$ cat config.mk
export PLATFORM = sky130hd
export DESIGN_NAME = piecewise_ramp_profile_player_top
export DESIGN_NICKNAME = d
export VERILOG_FILES = /design/src/rtl/prpp_pkg.sv /design/src/rtl/prpp_ram.sv /design/src/rtl/piecewise_ramp_profile_player_top.sv
export SDC_FILE = /design/constraint.sdc
export NUM_CORES = 2
export LEC_CHECK = 0
export BUFFER_PORTS_ARGS = -buffer_cell sky130_fd_sc_hd__buf_2
export CORE_MARGIN = 10
export CORE_UTILIZATION = 50
export DETAILED_ROUTE_END_ITERATION = 6
export HOLD_SLACK_MARGIN = 0.12
export PLACE_DENSITY = 0.69
export SKIP_LAST_GASP = 1
export SYNTH_ARGS = -nofsm -noshare
export SYNTH_HDL_FRONTEND = slang
export SYNTH_SLANG_ARGS = --single-unit
$ cat constraint.sdc
create_clock -name clock -period 6.9 [get_ports clock]
set_input_delay 0.345 -clock clock [delete_from_list [all_inputs] [get_ports clock]]
set_output_delay 0.345 -clock clock [all_outputs]
set_load 0.02 [all_outputs]
$ cat src/rtl/prpp_pkg.sv
// ----------------------------------------------------------------------------
// prpp_pkg
// Shared constants for the piecewise ramp profile player: operation codes,
// fixed field widths, register map and parameter defaults.
// ----------------------------------------------------------------------------
package prpp_pkg;

   // parameter defaults
   localparam int MAX_SEGMENTS_DEFAULT = 16;
   localparam int TICK_BITS_DEFAULT    = 24;

   // fixed field widths
   localparam int OP_W    = 2;
   localparam int DUR_W   = 24;
   localparam int LEVEL_W = 17;
   localparam int PWM_W   = 16;
   localparam int ACC_W   = 34;   // signed Q18.16 level / delta
   localparam int MAG_W   = 32;   // dividend: level difference << 16
   localparam int PROD_W  = LEVEL_W + PWM_W;

   // operation codes
   localparam logic [OP_W-1:0] OP_RAMP    = 2'd0;
   localparam logic [OP_W-1:0] OP_HOLD    = 2'd1;
   localparam logic [OP_W-1:0] OP_RESTART = 2'd2;
   localparam logic [OP_W-1:0] OP_TICK    = 2'd3;

   // configuration port
   localparam int CSR_ADDR_W = 3;
   localparam int CSR_DATA_W = 32;
   localparam logic REG_FULL_SCALE = 1'b0;   // register index, paddr[2]
   localparam logic [PWM_W-1:0] FULL_SCALE_RESET = 16'd255;

   // level 1.0 in Q1.16
   localparam logic [LEVEL_W-1:0] LEVEL_ONE = 17'h10000;
   // one half in Q0.16
   localparam logic [PWM_W-1:0] HALF_Q16 = 16'h8000;

endpackage

$ cat src/rtl/prpp_ram.sv
// ----------------------------------------------------------------------------
// prpp_ram
// Generic single-write, single-read RAM with registered read data.
// ----------------------------------------------------------------------------
module prpp_ram #(
   parameter int WIDTH = 8,
   parameter int DEPTH = 16,
   localparam int AW = (DEPTH > 1) ? $clog2(DEPTH) : 1
) (
   input  logic             clock,
   input  logic             wr_en,
   input  logic [AW-1:0]    wr_addr,
   input  logic [WIDTH-1:0] wr_data,
   input  logic [AW-1:0]    rd_addr,
   output logic [WIDTH-1:0] rd_data
);

   logic [WIDTH-1:0] mem_ff [DEPTH];
   logic [WIDTH-1:0] rd_data_ff;

   // write port
   always_ff @(posedge clock) begin
      if (wr_en) begin
         mem_ff[wr_addr] <= wr_data;
      end
   end

   // registered read port
   always_ff @(posedge clock) begin
      rd_data_ff <= mem_ff[rd_addr];
   end

   assign rd_data = rd_data_ff;

endmodule

$ cat src/rtl/piecewise_ramp_profile_player_top.sv
// ----------------------------------------------------------------------------
// piecewise_ramp_profile_player_top
// Segment table plus playback engine for a piecewise linear PWM speed profile.
// ----------------------------------------------------------------------------
// An item is taken when start is high and busy is low; its single result beat
// shows on the rsp_ ports for one cycle with rsp_strobe high and cannot be
// stalled. Append ramp runs through one multiply, rounding, difference, then 32
// restoring-division steps through the shared subtractor, then the table write;
// append hold to the table write; a timer tick through table read, accumulate
// and round. Restart, refused appends and ticks on an exhausted profile strobe
// straight from idle. busy stays high until the strobe cycle, in which the next
// item may already be taken. The segment table is one RAM; its entries are
// undefined until appended and only entries below the fill count are read.
// ----------------------------------------------------------------------------
module piecewise_ramp_profile_player_top
   import prpp_pkg::*;
#(
   parameter int MAX_SEGMENTS = MAX_SEGMENTS_DEFAULT,
   parameter int TICK_BITS    = TICK_BITS_DEFAULT
) (
   input  logic                  clock,
   input  logic                  reset,
   // request channel
   input  logic                  start,
   output logic                  busy,
   input  logic [OP_W-1:0]       req_op,
   input  logic [DUR_W-1:0]      req_duration_ticks,
   input  logic [LEVEL_W-1:0]    req_target_level,
   // result channel
   output logic                  rsp_strobe,
   output logic [PWM_W-1:0]      rsp_pwm_value,
   output logic                  rsp_value_valid,
   output logic                  rsp_profile_done,
   output logic                  rsp_accepted,
   // configuration port
   input  logic                  psel,
   input  logic                  penable,
   input  logic                  pwrite,
   input  logic [CSR_ADDR_W-1:0] paddr,
   input  logic [CSR_DATA_W-1:0] pwdata,
   output logic [CSR_DATA_W-1:0] prdata,
   output logic                  pready
);

   localparam int IDX_W  = (MAX_SEGMENTS > 1) ? $clog2(MAX_SEGMENTS) : 1;
   localparam int CNT_W  = $clog2(MAX_SEGMENTS + 1);
   localparam int DCNT_W = $clog2(MAG_W);
   localparam int ENT_W  = ACC_W + TICK_BITS;
   localparam logic [CNT_W-1:0]  SEG_LIMIT = CNT_W'(MAX_SEGMENTS);
   localparam logic [DCNT_W-1:0] DIV_LAST  = DCNT_W'(MAG_W - 1);

   // sequencer states
   localparam logic [2:0] ST_IDLE  = 3'd0;
   localparam logic [2:0] ST_MUL   = 3'd1;
   localparam logic [2:0] ST_FIN   = 3'd2;
   localparam logic [2:0] ST_DIFF  = 3'd3;
   localparam logic [2:0] ST_DIV   = 3'd4;
   localparam logic [2:0] ST_WRITE = 3'd5;
   localparam logic [2:0] ST_TACC  = 3'd6;
   localparam logic [2:0] ST_TOUT  = 3'd7;

   // control state
   logic [2:0]         state_ff, state_in;
   logic [CNT_W-1:0]   write_count_ff, write_count_in;
   logic [CNT_W-1:0]   play_index_ff, play_index_in;
   logic [TICK_BITS-1:0] tick_ff, tick_in;
   logic [ACC_W-1:0]   acc_ff, acc_in;
   logic [PWM_W-1:0]   last_final_ff, last_final_in;
   logic [PWM_W-1:0]   full_scale_ff, full_scale_in;
   logic               strobe_ff, strobe_in;

   // datapath registers
   logic [LEVEL_W-1:0]   target_ff, target_in;
   logic [TICK_BITS-1:0] ticks_ff, ticks_in;
   logic [PROD_W-1:0]    product_ff, product_in;
   logic [PWM_W-1:0]     final_ff, final_in;
   logic                 neg_ff, neg_in;
   logic [MAG_W-1:0]     quo_ff, quo_in;
   logic [TICK_BITS-1:0] rem_ff, rem_in;
   logic [DCNT_W-1:0]    div_cnt_ff, div_cnt_in;

   // result registers
   logic [PWM_W-1:0] pwm_ff, pwm_in;
   logic             valid_ff, valid_in;
   logic             done_ff, done_in;
   logic             accepted_ff, accepted_in;

   // table port
   logic               ram_wr_en;
   logic [ENT_W-1:0]   ram_wr_data;
   logic [ENT_W-1:0]   ram_rd_data;
   logic [ACC_W-1:0]   seg_delta;
   logic [TICK_BITS-1:0] seg_ticks;

   // helpers
   logic [DUR_W+TICK_BITS-1:0] dur_ext;
   logic [TICK_BITS-1:0]       dur_mod;
   logic                       table_full;
   logic                       level_high;
   logic [PROD_W-1:0]          round_sum;
   logic [TICK_BITS:0]         rem_shift_t;
   logic [TICK_BITS+1:0]       trial_t;
   logic [ACC_W-1:0]           quo_ext;
   logic [ACC_W:0]             round_acc;
   logic [TICK_BITS-1:0]       tick_next;
   logic                       csr_wr;

   prpp_ram #(
      .WIDTH (ENT_W),
      .DEPTH (MAX_SEGMENTS)
   ) u_table (
      .clock   (clock),
      .wr_en   (ram_wr_en),
      .wr_addr (write_count_ff[IDX_W-1:0]),
      .wr_data (ram_wr_data),
      .rd_addr (play_index_ff[IDX_W-1:0]),
      .rd_data (ram_rd_data)
   );

   assign seg_delta = ram_rd_data[ENT_W-1:TICK_BITS];
   assign seg_ticks = ram_rd_data[TICK_BITS-1:0];

   // configuration port: one register, combinational read
   assign pready = 1'b1;
   assign csr_wr = psel && penable && pwrite && (paddr[2] == REG_FULL_SCALE);
   assign prdata = (paddr[2] == REG_FULL_SCALE)
                 ? {{(CSR_DATA_W-PWM_W){1'b0}}, full_scale_ff} : '0;

   // duration taken modulo 2^TICK_BITS
   assign dur_ext = {{TICK_BITS{1'b0}}, req_duration_ticks};
   assign dur_mod = dur_ext[TICK_BITS-1:0];

   assign table_full = (write_count_ff >= SEG_LIMIT);
   assign level_high = req_target_level[LEVEL_W-1] &&
                       (req_target_level[LEVEL_W-2:0] != '0);

   // final count rounding: (target * scale + 1/2) >> 16
   assign round_sum = product_ff + {{(PROD_W-PWM_W){1'b0}}, HALF_Q16};

   // shared division step: shift in next dividend bit, trial subtract
   assign rem_shift_t = {rem_ff, quo_ff[MAG_W-1]};
   assign trial_t     = {1'b0, rem_shift_t} - {2'b00, ticks_ff};

   assign quo_ext = {{(ACC_W-MAG_W){1'b0}}, quo_ff};

   // PWM rounding with saturation
   assign round_acc = {acc_ff[ACC_W-1], acc_ff} + {{(ACC_W+1-PWM_W){1'b0}}, HALF_Q16};
   assign tick_next = tick_ff + TICK_BITS'(1);

   assign ram_wr_en   = (state_ff == ST_WRITE);
   assign ram_wr_data = {(neg_ff ? (~quo_ext + ACC_W'(1)) : quo_ext), ticks_ff};

   // sequencer and datapath
   always_comb begin
      state_in       = state_ff;
      write_count_in = write_count_ff;
      play_index_in  = play_index_ff;
      tick_in        = tick_ff;
      acc_in         = acc_ff;
      last_final_in  = last_final_ff;
      full_scale_in  = csr_wr ? pwdata[PWM_W-1:0] : full_scale_ff;
      strobe_in      = 1'b0;
      target_in      = target_ff;
      ticks_in       = ticks_ff;
      product_in     = product_ff;
      final_in       = final_ff;
      neg_in         = neg_ff;
      quo_in         = quo_ff;
      rem_in         = rem_ff;
      div_cnt_in     = div_cnt_ff;
      pwm_in         = pwm_ff;
      valid_in       = valid_ff;
      done_in        = done_ff;
      accepted_in    = accepted_ff;

      case (state_ff)
         ST_IDLE: begin
            if (start) begin
               pwm_in      = '0;
               valid_in    = 1'b0;
               done_in     = 1'b0;
               accepted_in = 1'b0;
               target_in   = req_target_level;
               ticks_in    = (dur_mod == '0) ? TICK_BITS'(1) : dur_mod;
               final_in    = last_final_ff;
               neg_in      = 1'b0;
               quo_in      = '0;
               case (req_op)
                  OP_RAMP: begin
                     if (table_full || level_high) begin
                        strobe_in = 1'b1;
                     end else begin
                        state_in = ST_MUL;
                     end
                  end
                  OP_HOLD: begin
                     if (table_full) begin
                        strobe_in = 1'b1;
                     end else begin
                        state_in = ST_WRITE;
                     end
                  end
                  OP_RESTART: begin
                     play_index_in = '0;
                     tick_in       = '0;
                     acc_in        = '0;
                     strobe_in     = 1'b1;
                  end
                  OP_TICK: begin
                     if (play_index_ff >= write_count_ff) begin
                        done_in   = 1'b1;
                        strobe_in = 1'b1;
                     end else begin
                        state_in = ST_TACC;
                     end
                  end
                  default: begin
                     strobe_in = 1'b1;
                  end
               endcase
            end
         end
         ST_MUL: begin
            product_in = PROD_W'(target_ff) * PROD_W'(full_scale_ff);
            state_in   = ST_FIN;
         end
         ST_FIN: begin
            final_in = round_sum[PWM_W*2-1:PWM_W];
            state_in = ST_DIFF;
         end
         ST_DIFF: begin
            neg_in     = (final_ff < last_final_ff);
            quo_in     = (final_ff < last_final_ff)
                       ? {last_final_ff - final_ff, {PWM_W{1'b0}}}
                       : {final_ff - last_final_ff, {PWM_W{1'b0}}};
            rem_in     = '0;
            div_cnt_in = '0;
            state_in   = ST_DIV;
         end
         ST_DIV: begin
            if (!trial_t[TICK_BITS+1]) begin
               rem_in = trial_t[TICK_BITS-1:0];
               quo_in = {quo_ff[MAG_W-2:0], 1'b1};
            end else begin
               rem_in = rem_shift_t[TICK_BITS-1:0];
               quo_in = {quo_ff[MAG_W-2:0], 1'b0};
            end
            div_cnt_in = div_cnt_ff + DCNT_W'(1);
            if (div_cnt_ff == DIV_LAST) begin
               state_in = ST_WRITE;
            end
         end
         ST_WRITE: begin
            write_count_in = write_count_ff + CNT_W'(1);
            last_final_in  = final_ff;
            accepted_in    = 1'b1;
            strobe_in      = 1'b1;
            state_in       = ST_IDLE;
         end
         ST_TACC: begin
            acc_in = acc_ff + seg_delta;
            if (tick_next == seg_ticks) begin
               play_index_in = play_index_ff + CNT_W'(1);
               tick_in       = '0;
            end else begin
               tick_in = tick_next;
            end
            state_in = ST_TOUT;
         end
         ST_TOUT: begin
            if (round_acc[ACC_W]) begin
               pwm_in = '0;
            end else if (round_acc[ACC_W-1:PWM_W*2] != '0) begin
               pwm_in = '1;
            end else begin
               pwm_in = round_acc[PWM_W*2-1:PWM_W];
            end
            valid_in  = 1'b1;
            done_in   = (play_index_ff == write_count_ff);
            strobe_in = 1'b1;
            state_in  = ST_IDLE;
         end
         default: begin
            state_in = ST_IDLE;
         end
      endcase
   end

   // control registers
   always_ff @(posedge clock) begin
      if (reset) begin
         state_ff       <= ST_IDLE;
         write_count_ff <= '0;
         play_index_ff  <= '0;
         tick_ff        <= '0;
         acc_ff         <= '0;
         last_final_ff  <= '0;
         full_scale_ff  <= FULL_SCALE_RESET;
         strobe_ff      <= 1'b0;
      end else begin
         state_ff       <= state_in;
         write_count_ff <= write_count_in;
         play_index_ff  <= play_index_in;
         tick_ff        <= tick_in;
         acc_ff         <= acc_in;
         last_final_ff  <= last_final_in;
         full_scale_ff  <= full_scale_in;
         strobe_ff      <= strobe_in;
      end
   end

   // payload registers
   always_ff @(posedge clock) begin
      target_ff   <= target_in;
      ticks_ff    <= ticks_in;
      product_ff  <= product_in;
      final_ff    <= final_in;
      neg_ff      <= neg_in;
      quo_ff      <= quo_in;
      rem_ff      <= rem_in;
      div_cnt_ff  <= div_cnt_in;
      pwm_ff      <= pwm_in;
      valid_ff    <= valid_in;
      done_ff     <= done_in;
      accepted_ff <= accepted_in;
   end

   assign busy             = (state_ff != ST_IDLE);
   assign rsp_strobe       = strobe_ff;
   assign rsp_pwm_value    = pwm_ff;
   assign rsp_value_valid  = valid_ff;
   assign rsp_profile_done = done_ff;
   assign rsp_accepted     = accepted_ff;

endmodule
==> reports/metrics.csv <==
metric;value;unit
Post-Layout Cell Count;6032;
largest net degree at the start of global routing;127;
top_reg_cell synth;edfxtp_1;
critical-path maximum fanout;8;
DP HPWL;84180;um
clk sinks;1245;
CTS tree;done;
DRT antenna net count;0;
grt ovf;0;
R2R depth;22;
Routed WL per cell;22.95;um
Async S/R FF share, synth;0;
top-area cell type share of the netlist area;0.5353;
Finished Cell Area;68350;sq um
Mapped Area;60750;sq um
Via density;5.809;
yosys synthesis warning count;0;
Required @ worst endpoint;7.38;ns
synth top area cells;edfxtp_1, mux4_2, fa_1;
First-pass DRT Iterations;5;
Chip Height;368.6;um
Synth area leader;edfxtp_1;
Max VDD drop;1.009;mV
HP Start;req_op[0];
first-pass GRT wire length;213000;um
CP Launch Type;register;
FF+latch count, synth;1245;
Num CTS Buffers;120;
r2r setup slk;0.40;ns
number of max-cap violations;0;
worst-skew pair later-pin latency;0.74;ns
Seq/Total Area, Yosys;0.5887;
filler cell count;9268;
Max clock buf depth;3;
commonest cells in the netlist;edfxtp_1, nand2_1, inv_1, mux4_2, fa_1;
Core Rows;127;
fin nets;4807;
critical path class;reg -> reg;
Max-slew headroom;0.1070;
die area;135800;sq um
GRT Total Usage;0.2028;
pre-CTS setup slack;-0.03035;ns
Core Box Area;120300;sq um
via count;35040;
final setup vio count;0;
DR iter-0 viols;3435;
Max Slew Vio Count;0;
Worst setup EP type;register;
Avg Cell Area, Syn;14.72;sq um
placed cells;5732;
fmax;154.0;MHz
initial antenna violation count;4;
run status;complete, no violations;
Slew @ Worst Pin;1.330;ns
number of distinct library cells after synthesis;83;
power per cell area;336.6;nW/um^2
Final min period;6.496;ns
area growth from synthesis to layout;12.51;%
total power draw;23.01;mW
Post-Route WL;138400;um
Arr. time, crit path;6.97;ns
CTS clk-pin slew, worst paths;0.06;ns
CTS root buffer;clkbuf_16;
Starting Density;0.5050;
I/O pin total;138;
worst clock skew;0.04728;ns
Worst R2R Start;full_scale_ff[5];
R2R Path End;product_ff[31];
Min-Delay Endpoint;state_ff[2];
Post-synth EDFFs;1083;
RSZ-0062 raised after global routing;false;
Mapped Cells;4126;
fraction of layout cells with a size suffix above 1;0.1705;
htree depth;3;
Hold/Removal Path Class;in -> reg;
# DRC;0;
via count of the first global-routing pass;35450;
Die Wd;368.6;um
Placer Congestion;0.8415;
IO buf count;102;
LEAKAGE;24.45;nW
worst hold path cell count;4;
final hold vios;0;
placed instance area;63480;sq um
setup ws final;0.4044;ns
count leader, synth;edfxtp_1;
Tcrit/Tclk final;0.9414;
## per-layer routing
metal  global-route usage  up-vias  share of wire
li1                     -    15570              -
met2               0.3248     1262           0.48
met4              0.05857        2          0.023
met5                    0        -       0.000079
met1               0.2850    18000           0.42
met3              0.03507      208          0.079
## through the flow
step	hold slack, ns	TNS (ns)	utilization
global route	0.1532	0	0.5681
floorplan	0.4315	0	-
finish	0.1606	0	0.5682
detailed placement	0.4712	-0.03035	0.5277
CTS	0.1211	0	0.5673
global placement	0.4601	0	0.5277
## cells by family after synthesis
logic type / synth area share
xor+xnor: 0.02537
compound gates: 0.04935
flops: 0.5887
simple gates: 0.07709
mux: 0.1130
buf+inv: 0.03551
fa+ha+maj: 0.1108
other cells: 0.0001236
## layout make-up
type                       count  area [sq um]  area share
inverter                     330          1239     0.01812
antenna                        4         10.01   0.0001465
multi-input combinational   2342         23080      0.3377
clock buffer                 168          3438     0.05031
sequential                  1245         35780      0.5235
timing repair buffer         272          2077     0.03039
clock inverter                59         705.7     0.01032
tap                         1612          2017     0.02951
## state kept, by name, summed over array words and instances (netlist names), 3 cells and up
signal / cells
write_count_ff: 5
product_ff: 17
state_ff: 3
play_index_ff: 5
target_ff: 17
rsp_pwm_value: 16
rem_ff: 24
last_final_ff: 16
tick_ff: 24
div_cnt_ff: 5
final_ff: 16
quo_ff: 32
ticks_ff: 24
u_table.mem_ff: 928
acc_ff: 34
u_table.rd_data: 58
full_scale_ff: 16
## cell usage in the layout (no fill, tap or decap), types with 12 or more instances in the layout
cell type      synthesis  final
and2_1               146    146
a21o_1                45     45
dlygate4sd3_1          0     61
buf_4                 17     98
a22oi_1               16     16
a21oi_1              135    135
nor4_1                18     18
ha_1                 202    202
nor2b_1               28     26
and3_1                29     29
nand4_1               32     32
xnor2_1              115    111
xor2_1                61     61
bufinv_16              0     12
clkbuf_8               0     17
clkinv_2               0     23
nand2b_1              16     16
mux4_2               290    290
buf_2                 10    102
o31ai_1               15     15
nor2_4                 0     12
clkbuf_1             170     27
nand3_1               73     73
edfxtp_1            1083   1083
nand2_1              374    374
dfxtp_1              162    156
conb_1                 2     17
fa_1                 210    210
o21bai_1              12     12
a31oi_1               23     23
inv_1                330    329
clkbuf_16              0    124
o21ai_0              101     99
nor3_1                33     28
mux2i_1               30     30
nand3b_1              12     12
nor2_1               136    124
a211oi_1              15     15
## worst max-delay path by stage
stage | from | endpoint | slack [ns] | depth (start not counted)
detailed placement | target_ff[7] | product_ff[31] | -0.03 | 22
finish | full_scale_ff[5] | product_ff[31] | 0.40 | 22
global route | target_ff[7] | product_ff[31] | 0.0002 | 22
CTS | target_ff[6] | product_ff[31] | 0.06 | 22
global placement | target_ff[7] | product_ff[31] | 0.07 | 21
floorplan | full_scale_ff[7] | product_ff[31] | 0.25 | 24
## where the power goes
| part | switching, mW | internal, mW | total (mW) |
|---|---|---|---|
| Sequential | 0.283 | 8.99 | 9.27 |
| Combinational | 4.05 | 2.91 | 6.96 |
| Clock | 2.84 | 3.94 | 6.78 |
## worst max-delay path, cell delays in order, from the launching register on
cell and delay [ns]:
dfxtp_1 0.54, buf_4 0.22, and2_1 0.15, fa_1 0.41
inv_1 0.08, fa_1 0.43, fa_1 0.41, fa_1 0.49
inv_1 0.06, fa_1 0.53, inv_1 0.05, fa_1 0.47
inv_1 0.05, ha_1 0.29, and4_1 0.23, a31o_2 0.26
a2111oi_1 0.35, o21ai_1 0.21, nand4_1 0.18, o311ai_1 0.16
a2111oi_2 0.44, o31ai_1 0.13, xnor2_1 0.13
## what timing repair did
action	CTS	global route
buffers inserted	0	8
hold endpoints to repair	66	0
hold buffers	61	0
resized for setup	1	6
setup endpoints to repair	1	8
pin swaps	0	0
(Power assumes the default switching activity.)
